File: src/rtl/ccsd_pkg.sv
// Shared types and constants for the crank/cam sync decoder.
`default_nettype none

package ccsd_pkg;

  localparam int CFG_INDEX_W = 2;
  localparam int CFG_DATA_W  = 16;

  // Configuration register indexes
  localparam logic [CFG_INDEX_W-1:0] CFG_PRIMARY_RISING   = 2'd0;
  localparam logic [CFG_INDEX_W-1:0] CFG_SECONDARY_RISING = 2'd1;
  localparam logic [CFG_INDEX_W-1:0] CFG_MIN_PULSE_WIDTH  = 2'd2;
  localparam logic [CFG_INDEX_W-1:0] CFG_MIN_ADVANCE      = 2'd3;

  // Request type codes
  localparam logic REQ_PRIMARY   = 1'b0;
  localparam logic REQ_SECONDARY = 1'b1;

  localparam logic [15:0] ADVANCE_LIMIT_MAX = 16'hFFFF;
  localparam logic [7:0]  CHANNEL_MAX       = 8'd5;

  typedef struct packed {
    logic        primary_rising;
    logic        secondary_rising;
    logic [15:0] min_pulse_width;
    logic [15:0] min_advance;
  } cfg_t;

  typedef struct packed {
    logic        req_type;
    logic        pin_level;
    logic [15:0] edge_time;
    logic [15:0] ext_clock;
    logic        overflow_pending;
    logic [15:0] master_pulse_width;
    logic [15:0] injection_angle;
  } in_req_t;

  typedef struct packed {
    logic        in_sync;
    logic [7:0]  tooth_count;
    logic [7:0]  teeth_last_rev;
    logic        sample_request;
    logic        schedule_valid;
    logic [2:0]  channel;
    logic [15:0] start_time;
    logic [31:0] start_time_long;
    logic [31:0] cycle_period;
    logic [15:0] tooth_period;
    logic [15:0] sync_losses;
    logic [15:0] dropped_teeth;
  } out_rsp_t;

endpackage

`default_nettype wire

File: src/rtl/ccsd_cfg.sv
// Configuration register file for the crank/cam sync decoder.
`default_nettype none

module ccsd_cfg (
  input  wire logic                            clk,
  input  wire logic                            rst,
  input  wire logic                            wr_en,
  input  wire logic [ccsd_pkg::CFG_INDEX_W-1:0] wr_index,
  input  wire logic [ccsd_pkg::CFG_DATA_W-1:0]  wr_data,
  output ccsd_pkg::cfg_t                       cfg
);
  import ccsd_pkg::*;

  always_ff @(posedge clk) begin
    if (rst) begin
      cfg.primary_rising   <= 1'b1;
      cfg.secondary_rising <= 1'b1;
      cfg.min_pulse_width  <= '0;
      cfg.min_advance      <= '0;
    end else if (wr_en) begin
      unique case (wr_index)
        CFG_PRIMARY_RISING:   cfg.primary_rising   <= wr_data[0];
        CFG_SECONDARY_RISING: cfg.secondary_rising <= wr_data[0];
        CFG_MIN_PULSE_WIDTH:  cfg.min_pulse_width  <= wr_data;
        CFG_MIN_ADVANCE:      cfg.min_advance      <= wr_data;
        default: ;
      endcase
    end
  end

endmodule

`default_nettype wire

File: src/rtl/ccsd_core.sv
// Decoder state registers and the single-pass edge event logic.
`default_nettype none

module ccsd_core #(
  parameter int TEETH_PER_CAM = 12
) (
  input  wire logic               clk,
  input  wire logic               rst,
  input  wire ccsd_pkg::cfg_t     cfg,
  input  wire logic               fire,
  input  wire ccsd_pkg::in_req_t  req,
  output ccsd_pkg::out_rsp_t      rsp
);
  import ccsd_pkg::*;

  localparam logic [7:0] TEETH_LIMIT = 8'(TEETH_PER_CAM);

  logic [7:0]  tooth_counter,    tooth_counter_next;
  logic        sync_flag,        sync_flag_next;
  logic [7:0]  latched_teeth,    latched_teeth_next;
  logic [15:0] last_tooth_stamp, last_tooth_stamp_next;
  logic [15:0] smoothed_period,  smoothed_period_next;
  logic [31:0] last_cam_stamp,   last_cam_stamp_next;
  logic [31:0] engine_period,    engine_period_next;
  logic [15:0] loss_counter,     loss_counter_next;
  logic [15:0] drop_counter,     drop_counter_next;

  logic        active;
  logic [15:0] stamp_hi;
  logic [31:0] stamp;
  logic [7:0]  tooth_inc;
  logic [15:0] interval;
  logic [15:0] adv_limit;
  logic [15:0] advance;
  logic [7:0]  chan_wide;
  logic [31:0] cam_delta;
  logic        sample;
  logic        sched;

  always_comb begin
    if (req.req_type == REQ_SECONDARY) begin
      active = cfg.secondary_rising ? req.pin_level : !req.pin_level;
    end else begin
      active = cfg.primary_rising ? req.pin_level : !req.pin_level;
    end
    // bump the high word when a pending overflow predates this capture
    stamp_hi = (req.overflow_pending && !req.edge_time[15]) ?
               req.ext_clock + 16'd1 : req.ext_clock;
    stamp     = {stamp_hi, req.edge_time};
    tooth_inc = tooth_counter + 8'd1;
    interval  = req.edge_time - last_tooth_stamp;
    cam_delta = stamp - last_cam_stamp;
    adv_limit = (engine_period[31:17] != '0) ? ADVANCE_LIMIT_MAX : engine_period[16:1];
    if (req.injection_angle > adv_limit) begin
      advance = adv_limit;
    end else if (req.injection_angle < cfg.min_advance) begin
      advance = cfg.min_advance;
    end else begin
      advance = req.injection_angle;
    end
    chan_wide = {1'b0, tooth_inc[7:1]} - 8'd1;
  end

  always_comb begin
    tooth_counter_next    = tooth_counter;
    sync_flag_next        = sync_flag;
    latched_teeth_next    = latched_teeth;
    last_tooth_stamp_next = last_tooth_stamp;
    smoothed_period_next  = smoothed_period;
    last_cam_stamp_next   = last_cam_stamp;
    engine_period_next    = engine_period;
    loss_counter_next     = loss_counter;
    drop_counter_next     = drop_counter;
    sample                = 1'b0;
    sched                 = 1'b0;

    if (active) begin
      if (req.req_type == REQ_SECONDARY) begin
        latched_teeth_next = tooth_counter;
        tooth_counter_next = '0;
        if (tooth_counter != TEETH_LIMIT && sync_flag) begin
          loss_counter_next = loss_counter + 16'd1;
        end
        engine_period_next  = {cam_delta[30:0], 1'b0};
        last_cam_stamp_next = stamp;
        sync_flag_next      = 1'b1;
      end else begin
        tooth_counter_next = tooth_inc;
        if (!sync_flag) begin
          drop_counter_next = drop_counter + 16'd1;
        end else begin
          last_tooth_stamp_next = req.edge_time;
          smoothed_period_next  = {1'b0, interval[15:1]} + {1'b0, smoothed_period[15:1]};
          if (tooth_inc > TEETH_LIMIT) begin
            // too many teeth: drop sync and restart the count
            loss_counter_next  = loss_counter + 16'd1;
            sync_flag_next     = 1'b0;
            tooth_counter_next = '0;
          end else if (!tooth_inc[0]) begin
            sample = 1'b1;
            sched  = (req.master_pulse_width > cfg.min_pulse_width) &&
                     (chan_wide <= CHANNEL_MAX);
          end
        end
      end
    end
  end

  always_ff @(posedge clk) begin
    if (rst) begin
      tooth_counter    <= '0;
      sync_flag        <= 1'b0;
      latched_teeth    <= '0;
      last_tooth_stamp <= '0;
      smoothed_period  <= '0;
      last_cam_stamp   <= '0;
      engine_period    <= '0;
      loss_counter     <= '0;
      drop_counter     <= '0;
    end else if (fire) begin
      tooth_counter    <= tooth_counter_next;
      sync_flag        <= sync_flag_next;
      latched_teeth    <= latched_teeth_next;
      last_tooth_stamp <= last_tooth_stamp_next;
      smoothed_period  <= smoothed_period_next;
      last_cam_stamp   <= last_cam_stamp_next;
      engine_period    <= engine_period_next;
      loss_counter     <= loss_counter_next;
      drop_counter     <= drop_counter_next;
    end
  end

  always_comb begin
    rsp.in_sync         = sync_flag_next;
    rsp.tooth_count     = tooth_counter_next;
    rsp.teeth_last_rev  = latched_teeth_next;
    rsp.sample_request  = sample;
    rsp.schedule_valid  = sched;
    rsp.channel         = sched ? chan_wide[2:0] : 3'd0;
    rsp.start_time      = sched ? req.edge_time + advance : 16'd0;
    rsp.start_time_long = sched ? stamp + {16'd0, advance} : 32'd0;
    rsp.cycle_period    = engine_period_next;
    rsp.tooth_period    = smoothed_period_next;
    rsp.sync_losses     = loss_counter_next;
    rsp.dropped_teeth   = drop_counter_next;
  end

endmodule

`default_nettype wire

File: src/rtl/crank_cam_sync_decoder.sv
// Top level of the crank/cam sync decoder: request and result registers around the core.
//
//  port group  direction  handshake            payload
//  in_*        request    in_valid / in_stall    in_data  (ccsd_pkg::in_req_t)
//  out_*       result     out_valid / out_stall  out_data (ccsd_pkg::out_rsp_t)
//  cfg_*       config     cfg_valid / cfg_ready  cfg_index, cfg_data
//
// One edge event per cycle while the result side does not stall; a taken request
// passes through the request register, then the result register, before its
// result is offered.
// The decoder state updates as a request leaves the request register, so the
// next request sees it with no gap. A stalled result holds in the result
// register while one more request waits in the request register.
// rst is synchronous; config returns to both polarities rising, minimums zero.
`default_nettype none

module crank_cam_sync_decoder #(
  parameter int TEETH_PER_CAM = 12
) (
  input  wire logic                             clk,
  input  wire logic                             rst,
  input  wire logic                             in_valid,
  output logic                                  in_stall,
  input  wire ccsd_pkg::in_req_t                in_data,
  output logic                                  out_valid,
  input  wire logic                             out_stall,
  output ccsd_pkg::out_rsp_t                    out_data,
  input  wire logic                             cfg_valid,
  output logic                                  cfg_ready,
  input  wire logic [ccsd_pkg::CFG_INDEX_W-1:0] cfg_index,
  input  wire logic [ccsd_pkg::CFG_DATA_W-1:0]  cfg_data
);
  import ccsd_pkg::*;

  cfg_t     cfg;
  in_req_t  req_q;
  logic     req_valid;
  logic     advance;
  logic     take;
  out_rsp_t rsp;

  assign cfg_ready = 1'b1;

  ccsd_cfg u_cfg (
    .clk      (clk),
    .rst      (rst),
    .wr_en    (cfg_valid && cfg_ready),
    .wr_index (cfg_index),
    .wr_data  (cfg_data),
    .cfg      (cfg)
  );

  // move the held request into the result register when it is free
  assign advance  = req_valid && (!out_valid || !out_stall);
  assign in_stall = req_valid && !advance;
  assign take     = in_valid && !in_stall;

  ccsd_core #(
    .TEETH_PER_CAM (TEETH_PER_CAM)
  ) u_core (
    .clk  (clk),
    .rst  (rst),
    .cfg  (cfg),
    .fire (advance),
    .req  (req_q),
    .rsp  (rsp)
  );

  always_ff @(posedge clk) begin
    if (rst) begin
      req_valid <= 1'b0;
    end else if (take) begin
      req_valid <= 1'b1;
    end else if (advance) begin
      req_valid <= 1'b0;
    end
  end

  always_ff @(posedge clk) begin
    if (take) begin
      req_q <= in_data;
    end
  end

  always_ff @(posedge clk) begin
    if (rst) begin
      out_valid <= 1'b0;
    end else if (advance) begin
      out_valid <= 1'b1;
    end else if (!out_stall) begin
      out_valid <= 1'b0;
    end
  end

  always_ff @(posedge clk) begin
    if (advance) begin
      out_data <= rsp;
    end
  end

  a_stall_needs_held_request: assert property (@(posedge clk) disable iff (rst)
    in_stall |-> req_valid)
    else $error("request stalled with an empty request register");

  a_advance_fills_result: assert property (@(posedge clk) disable iff (rst)
    advance |=> out_valid)
    else $error("result register not loaded after advance");

  a_schedule_implies_sample: assert property (@(posedge clk) disable iff (rst)
    (out_valid && out_data.schedule_valid) |->
      (out_data.sample_request && out_data.in_sync))
    else $error("schedule issued without sample request or sync");

  a_schedule_channel_range: assert property (@(posedge clk) disable iff (rst)
    (out_valid && out_data.schedule_valid) |-> (out_data.channel <= CHANNEL_MAX[2:0]))
    else $error("scheduled channel out of range");

endmodule

`default_nettype wire

File: config.mk
export PLATFORM = sky130hd
export DESIGN_NAME = crank_cam_sync_decoder
export DESIGN_NICKNAME = d
export VERILOG_FILES = /design/src/rtl/ccsd_pkg.sv /design/src/rtl/ccsd_cfg.sv /design/src/rtl/ccsd_core.sv /design/src/rtl/crank_cam_sync_decoder.sv
export SDC_FILE = /design/constraint.sdc
export NUM_CORES = 1
export LEC_CHECK = 0
export CORE_AREA = 10 10 277 279
export DETAILED_ROUTE_END_ITERATION = 8
export DIE_AREA = 0 0 287 289
export DONT_BUFFER_PORTS = 1
export SYNTH_ARGS = -nofsm -noshare
export SYNTH_HDL_FRONTEND = slang
export SYNTH_HIERARCHICAL = 1
export SYNTH_SLANG_ARGS = --single-unit
File: constraint.sdc
create_clock -name clk -period 21 [get_ports clk]
set_clock_uncertainty 0.2 [all_clocks]
set_input_delay 4.2 -clock clk [delete_from_list [all_inputs] [get_ports clk]]
set_output_delay 4.2 -clock clk [all_outputs]
set_load 0.01 [all_outputs]
== Yosys cells after proc, flatten, opt, wreduce, memory -nomap -nowiden ==
Cells that the tools add are included.

* Add/subtract/negate cells: 10
* Multiply operators: 0
* Divide/modulo/power cells: 0
* Magnitude comparators: 5
* Equality and inequality tests: 5
* Shift-type cells: 0
* Mux-type cells: 40
* Bitwise operators: 3
* Reductions and logical operators: 23

{| class="wikitable"
|+ Operators by type and width
! cell !! count
|-
| 2-to-1 mux 16 bit || 15
|-
| 2-to-1 mux 32 bit || 2
|-
| adder 16 x 1 -> 16 bit (second input constant) || 3
|-
| 2-to-1 mux 8 bit || 6
|-
| adder 32 x 16 -> 32 bit || 1
|-
| > comparator 16 bit || 2
|-
| subtractor 31 bit || 1
|-
| 2-to-1 mux 1 bit || 17
|-
| adder 15 x 15 -> 16 bit || 1
|-
| adder 16 bit || 1
|-
| < comparator 16 bit || 1
|-
| subtractor 16 bit || 1
|-
| nonzero test 15 bit || 1
|-
| adder 8 x 1 -> 8 bit (second input constant) || 1
|-
| > comparator 8 x 4 -> 1 bit (second input constant) || 1
|-
| less-or-equal comparator 8 x 3 -> 1 bit (second input constant) || 1
|-
| inequality test 8 x 4 -> 1 bit (second input constant) || 1
|-
| AND reduction 2 bit || 4
|-
| subtractor 7 x 1 -> 8 bit (second input constant) || 1
|-
| logical AND 1 bit || 6
|-
| logical NOT 1 bit || 6
|-
| equality test 2 bit (second input constant) || 2
|-
| AND reduction 4 bit || 1
|-
| OR reduction 4 bit || 1
|-
| 7 further kinds || 9
|}

* Register bits after elaboration: 397
* Latch bits: 0
* RAM bits: 0
* ROM bits: 0
* Output and inout bits: 153
* Memories kept: 0

== Longest topological paths before layout ==
Gate-level depths: netlist (run 1).

* Word-level depth: 9
* Depth in mapped cells: 24
* Mapped depth without buffers: 22

== Cells and area by module ==
The synthesis (run 1) kept the hierarchy.

{| class="wikitable"
|+ By module, submodules not included
! module !! times used !! cells an instance !! area each (sq um) !! sequential area each (sq um)
|-
| ccsd_core || 1 || 1802 || 13176.4 || 2882.8
|-
| crank_cam_sync_decoder || 1 || 229 || 6613.8 || 6556.3
|-
| ccsd_cfg || 1 || 133 || 1431.4 || 680.7
|}

== Least setup slack after synthesis (run 1) ==
Ideal clock, no wire load.

* Kind: input port to flip-flop
* From: input port out_stall
* To: register u_core.last_tooth_stamp[1]
* Data arrival time: 16.798 ns
* Data required time: 20.730 ns
* Slack: 3.932 ns
* Stages on the path: 7
* Buffers on the path: 2
* Cells stage by stage: a21boi_0 -> clkbuf_1 -> inv_2 -> nor3_1 -> clkbuf_1 -> nand2_1 -> a21oi_1

* Longest elaborated chain between the ends: 4

{| class="wikitable"
|+ RTL lines
! what !! RTL line !! text
|-
| start, declared || crank_cam_sync_decoder.sv:26 || <nowiki>input wire logic out_stall,</nowiki>
|-
| logical NOT 1 bit || - ||
|-
| logical OR 1 bit || crank_cam_sync_decoder.sv:54 || <nowiki>assign advance = req_valid && (!out_valid || !out_stall);</nowiki>
|-
| logical AND 1 bit || crank_cam_sync_decoder.sv:54 ||
|-
| AND reduction 4 bit (no line) || - ||
|-
| end signal, assigned || ccsd_core.sv:124 || <nowiki>last_tooth_stamp <= last_tooth_stamp_next;</nowiki>
|-
| end, declared || ccsd_core.sv:21 || <nowiki>logic [15:0] last_tooth_stamp, last_tooth_stamp_next;</nowiki>
|}

Every way passes these cells.
A chain may end at the register's enable or synchronous reset.

== Worst setup path in the final report (run 1) ==
* From: input port out_stall
* To: output port in_stall

* Longest elaborated chain between the ends: 5

{| class="wikitable"
|+ RTL lines
! what !! RTL line !! text
|-
| logical NOT 1 bit || - ||
|-
| logical OR 1 bit || crank_cam_sync_decoder.sv:54 ||
|-
| logical AND 1 bit || crank_cam_sync_decoder.sv:54 ||
|-
| logical NOT 1 bit || crank_cam_sync_decoder.sv:55 || <nowiki>assign in_stall = req_valid && !advance;</nowiki>
|-
| logical AND 1 bit || crank_cam_sync_decoder.sv:55 ||
|-
| end, declared || crank_cam_sync_decoder.sv:23 || <nowiki>output logic in_stall,</nowiki>
|}

Every way passes these cells.

==> results.ini, run 1 <==
[clocking]
cts_setup_buffers=0
hold_buffers=0
h-tree-depth=2
path_clk_slew_ns=0.06
clk-insertion-delay-late_ns=0.59
clock_sinks=397
numCtsBuffers=47
cts_buffer_depth=3
cts_resized=0
cts_tree=yes
cts_root_buf=clkbuf_16

[hold_path]
hold_depth=2
min_path_type=reg -> reg
holdPathEnd=u_core/last_tooth_stamp[2]
min_from=u_core/last_tooth_stamp[2]

[floorplan]
die_w_um=287
coreArea_um2=71100
placementRows=98
die_h_um=289
io_pins=243
die-area_um2=82900
start_util_pct=29.8

[finish]
fin_nets=2351
final_area_um2=23700
drive_above_1_share_pct=7.18
final_common_cell=nand2_1
final_cell_mix=nand2_1 (301), edfxtp_1 (217), dfxtp_1 (180)
syn2layout_area_growth_pct=11.7

[worst_setup_path]
worstRegToRegCells=22
crit_path_top_delay_cell=inv_1
crit_path_end_kind=output port
worstSetupPathType=in -> out
r2r_slack_ns=14.03
critPathBufInv=1
reg2reg_to=out_data[107]
path_cells=nand3_2, inv_1
cp_max_fo=3
cpPeakStageDelay_ns=0.18
cp_data_required_time_ns=16.60
cp-start-kind=primary input
arrival_ns=4.45
r2r-start=u_core/engine_period[29]
crit_family=buffers and inverters

[grt]
grt_max_degree=193
antenna_found_initial=21
grt_pass1_wl_um=86700
first_global_vias=14600
grt.total_usage_pct=13.4
grt_overflow=0

[pwr]
p_sw_mw=0.605
seq_power_share_pct=42.6
power_frac_clock_pct=39.8
cellPowerDensity_nw_per_um2=87.9
peakVddDrop_uv=71.0
p_sw_share_pct=29.1
p_leak_nw=8.74
p_comb_share_pct=17.6
p_int_mw=1.48

[synth]
ys_ff_latch=397
syn-cell-area_um2=21200
synth-edff-count=217
synth_ff_type=edfxtp_1
syn_avg_cell_area_um2=9.81
synth-seq-area-share_pct=47.7
yosysWarnings=6
async_reset_ff_share_pct=0
syn_nets=2393
netlist_instances=2164
ys_types=82

[route]
drtIter0Drc=861
ant_nets=0
vias=15100
routed_via_density=4.86
wl_per_cell_um=18.6
drc=0
wirelength_um=57900
drt_pass1_iterations=5

[sta]
hold_viol=0
max_freq_mhz=113
finalSetupViolCount=0
layout_setup_ws_ns=12.15
slew_viol_final=0
period_share_pct=42.2
slew_headroom_pct=14.3
tightestPinTransition_ns=1.27
rsz0062_at_grt=false
min_period_ns=8.85
fin_tns_setup_ns=0

[placement]
dpl-instance-area_um2=22100
dp_hpwl_um=42400
port_buffers=0
gp_congestion=0.853
dp_slack_ns=12.14

[flow_run]
cap_violations=0

[outcome]
status=completed

power groups by stage:
stage	Combinational (mW)	Sequential (mW)	Clock (mW)
after floorplan	0.276	0.896	0
after global placement	0.354	0.905	0
after detailed placement	0.364	0.905	0
after CTS	0.367	0.889	0.860
after global routing	0.408	0.891	0.892
final	0.367	0.887	0.830
cells by family after synthesis:
kind of cell,synth area share (%)
AO/OA/AOI/OAI,11.7
XOR/XNOR,6.47
adder cells (fa/ha/maj),8.34
buffers and inverters,4.60
flip-flops,47.7
multiplexers,4.39
other,0.0177
AND/OR/NAND/NOR,16.8
cell usage after synthesis, types with 9 or more instances:
master    number  area (µm²)
a21o_1        30         225
edfxtp_1     217        6520
and2_1        14        87.6
xnor2_1       86         753
o21ai_0       75         375
o21a_1        19         143
a211oi_1      26         195
nor4_1         9        56.3
nand3_1       59         295
inv_1        124         465
or3_1         12        75.1
xor2_1        67         587
dfxtp_1      180        3600
and3_1        19         119
o21bai_1      11        82.6
mux2_2        17         191
a21oi_1      142         711
a31o_2         9        78.8
nand4_1       21         131
ha_1         135        1690
mux2i_1       74         741
buf_4         21         158
nand2_1      303        1140
a31oi_1       10        62.6
nand2b_1      54         338
nor2_1       175         657
nor2b_1       16         100
nor3_1        30         150
clkbuf_1      76         285
cell type report:
cell class,count,area [µm²]
fill,7067,47400
multi-input combinational,1533,10200
sequential,397,10100
clock buffer,57,1250
tap,950,1190
inverter,127,477
clock inverter,30,324
timing repair buffer,16,133
antenna,5,12.5
metal layers:
| layer | routed length (µm) | part of all wire [%] | track usage (%) | vias up |
|---|---|---|---|---|
| met5 | 171 | 0.30 | 0 | - |
| met4 | 1350 | 2.3 | 3.65 | 28 |
| met3 | 4960 | 8.6 | 4.98 | 100 |
| met2 | 26400 | 46 | 21.8 | 388 |
| met1 | 25000 | 43 | 16.4 | 7128 |
| li1 | - | - | - | 7499 |
flip-flops by register name, summed over array words and instances (netlist names), 16 cells and up:
signal,flops
req_q,67
u_core/engine_period,32
u_core/last_tooth_stamp,16
u_core/last_cam_stamp,31
u_core/loss_counter,16
u_core/smoothed_period,16
u_cfg/cfg,34
out_data,150
u_core/drop_counter,16
through the flow:
step	power (mW)	std cells	util, %	hold WS, ns
finish	2.08	3115	33.3	0.255
global placement	1.26	3023	31.1	0.242
floorplan	1.17	2164	-	0.234
global route	2.19	3114	33.3	0.273
CTS	2.12	3110	33.3	0.255
detailed placement	1.27	3023	31.1	0.246
worst max-delay path by stage:
stage	slack, ns	depth (start not counted)	end	start
finish	12.15	2	in_stall	out_stall
global route	12.12	2	in_stall	out_stall
CTS	12.14	2	in_stall	out_stall
detailed placement	12.14	2	in_stall	out_stall
global placement	12.11	2	in_stall	out_stall
floorplan	3.93	7	u_core/last_tooth_stamp[1]	out_stall
(Power assumes the default switching activity.)
==> inputs of run 2 (changes only) <==
- clock period: 21 -> 7.2 ns (I/O delays scaled with it)
==> run 2 against run 1 <==
  * Non-clock buffer count increased by 3
  * Sequential cell count unchanged
  * Critical path depth increased by 21
  * Global-route usage increased by 0.46 points
  * First-iteration DRC count increased by 20%
  * Via count increased by 0.37%
  * Routed wire length increased by 2.3%
  * Worst setup slack got worse by 11 ns
  * Clock power increased to 2.9 times the previous value
  * Critical endpoint is now out_data[110]
  * Sequential share of layout area about the same
  * Sequential power increased to 2.9 times the previous value
==> results.ini, run 2 (synthesized netlist as in run 1, its figures left out) <==
[finish]
drive_above_1_share_pct=7.39  ; was 7.18%
syn2layout_area_growth_pct=11.7  ; about the same
largest_register_ffs=150  ; unchanged
seq_area_um2=10100  ; unchanged
fin_nets=2354  ; was 2351
final_cell_mix=nand2_1 (301), edfxtp_1 (217), dfxtp_1 (180)  ; unchanged
final_common_cell=nand2_1  ; unchanged
fillers=7244  ; was 7067
multi_input_area_um2=10200  ; unchanged
reg_top3=out_data (150), req_q (67), u_cfg/cfg (34)  ; unchanged
final_area_um2=23700  ; about the same
final_util_pct=33.3  ; about the same
regMostFlops=out_data  ; unchanged

[pwr]
p_total_mw=6.07  ; was 2.08 mW
p_leak_nw=8.73  ; was 8.74 nW
p_int_mw=4.31  ; was 1.48 mW
seq_power_share_pct=42.6  ; about the same
p_comb_share_pct=18.0  ; was 17.6%
p_sw_mw=1.76  ; was 0.605 mW
cellPowerDensity_nw_per_um2=256  ; was 87.9 nW/µm²
power_frac_clock_pct=39.4  ; was 39.8%
peakVddDrop_uv=188  ; was 71.0 µV
p_sw_share_pct=28.9  ; was 29.1%

[sta]
slew_viol_final=0  ; unchanged
tightestPinTransition_ns=1.16  ; was 1.27 ns
fin_tns_setup_ns=0  ; unchanged
min_period_ns=6.41
period_share_pct=89.0
finalSetupViolCount=0  ; unchanged
hold_viol=0  ; unchanged
rsz0062_at_grt=false  ; unchanged
max_freq_mhz=156
slew_headroom_pct=22.3  ; was 14.3%

[clocking]
cts_tree=yes  ; unchanged
cts_buffer_depth=3  ; unchanged
clock_sinks=397  ; unchanged
hold_buffers=0  ; unchanged
cts_resized=0  ; unchanged
path_clk_slew_ns=0.06  ; about the same
cts_root_buf=clkbuf_16  ; unchanged
h-tree-depth=2  ; unchanged
cts_setup_buffers=0  ; unchanged
numCtsBuffers=47  ; unchanged
clk-insertion-delay-late_ns=0.59  ; about the same

[floorplan]
placementRows=98  ; unchanged
die-area_um2=82900  ; unchanged
die_w_um=287  ; unchanged
coreArea_um2=71100  ; unchanged
start_util_pct=29.8  ; unchanged
io_pins=243  ; unchanged
die_h_um=289  ; unchanged

[route]
vias=15200  ; was 15100
drt_pass1_iterations=5  ; unchanged
wl_per_cell_um=19.0  ; was 18.6 µm
drtIter0Drc=1030  ; was 861
ant_nets=0  ; unchanged
drc=0  ; unchanged
routed_via_density=4.88  ; was 4.86
wirelength_um=59200  ; was 57900 µm

[grt]
grt_overflow=0  ; unchanged
grt_max_degree=193  ; unchanged
grt.total_usage_pct=13.8  ; was 13.4%
first_global_vias=15000  ; was 14600
antenna_found_initial=11  ; was 21
grt_pass1_wl_um=89800  ; was 86700 µm

[placement]
gp_congestion=0.869  ; was 0.853
port_buffers=0  ; unchanged
dpl-instance-area_um2=22100  ; about the same
dp_hpwl_um=43800  ; was 42400 µm

[worst_setup_path]
cp_max_fo=12  ; was 3
worstSetupPathType=reg -> reg  ; was in -> out
cp-start-kind=register  ; was primary input
cp_data_required_time_ns=7.33  ; was 16.60 ns
crit_path_end_kind=register  ; was output port
arrival_ns=6.54  ; was 4.45 ns

[outcome]
status=completed  ; unchanged

[hold_path]
min_path_type=reg -> reg  ; unchanged

[flow_run]
cap_violations=0  ; unchanged

-- run 2: power by group through the flow --
stage	Combinational (mW)	Clock (mW)	Sequential (mW)
after global placement	1.05	0	2.64
final	1.09	2.39	2.59
after CTS	1.09	2.47	2.59
after detailed placement	1.08	0	2.64
after global routing	1.21	2.56	2.60
after floorplan	0.807	0	2.60
-- run 2: critical path, stage by stage (launching register included) --
cell and delay (ns):
dfxtp_1 0.32, nor4_1 0.35, nand4_1 0.45, or2_2 0.46, ha_1 0.19, nor2b_1 0.12
o21a_1 0.12, o21a_1 0.10, o21ai_0 0.06, a21oi_1 0.13, o2111ai_1 0.14, a21oi_2 0.67
buf_4 0.29, mux2i_1 0.32, ha_1 0.23, nand2_1 0.08, a2111oi_0 0.48, buf_4 0.21
o21bai_1 0.09, a31oi_1 0.25, o21ai_1 0.26, nor4_1 0.38, xor2_1 0.18, nor2_1 0.06
-- run 2: area by class of cell --
type	instances	area share (%)
multi-input combinational	1533	43.0
sequential	397	42.7
clock buffer	61	5.53
tap	950	5.02
inverter	127	2.01
clock inverter	27	1.09
timing repair buffer	19	0.655
antenna	2	0.0211
-- run 2: metrics by stage --
step	hold slack (ns)	setup slack [ns]	std cells
after floorplan	0.234	1.47	2164
after global placement	0.242	0.772	3026
after detailed placement	0.246	0.759	3026
after CTS	0.254	0.710	3114
after global routing	0.269	0.434	3116
final	0.254	0.791	3116
-- run 2: routing by layer --
layer | share of wire [%] | vias up | track usage, %
li1 | - | 7510 | -
met1 | 44 | 7198 | 17.2
met2 | 46 | 388 | 22.9
met3 | 6.8 | 91 | 4.11
met4 | 2.7 | 12 | 4.14
met5 | 0.14 | - | 0
-- run 2: worst paths after layout --
check	startpoint	cells after the start	slack (ns)	end
worst max-delay path	u_core/engine_period[21]	23	0.79	out_data[110]
worst min-delay path	u_core/latched_teeth[0]	2	0.25	u_core/latched_teeth[0]
worst max register to register	u_core/engine_period[21]	23	0.79	out_data[110]
worst min register to register	u_core/latched_teeth[0]	2	0.25	u_core/latched_teeth[0]
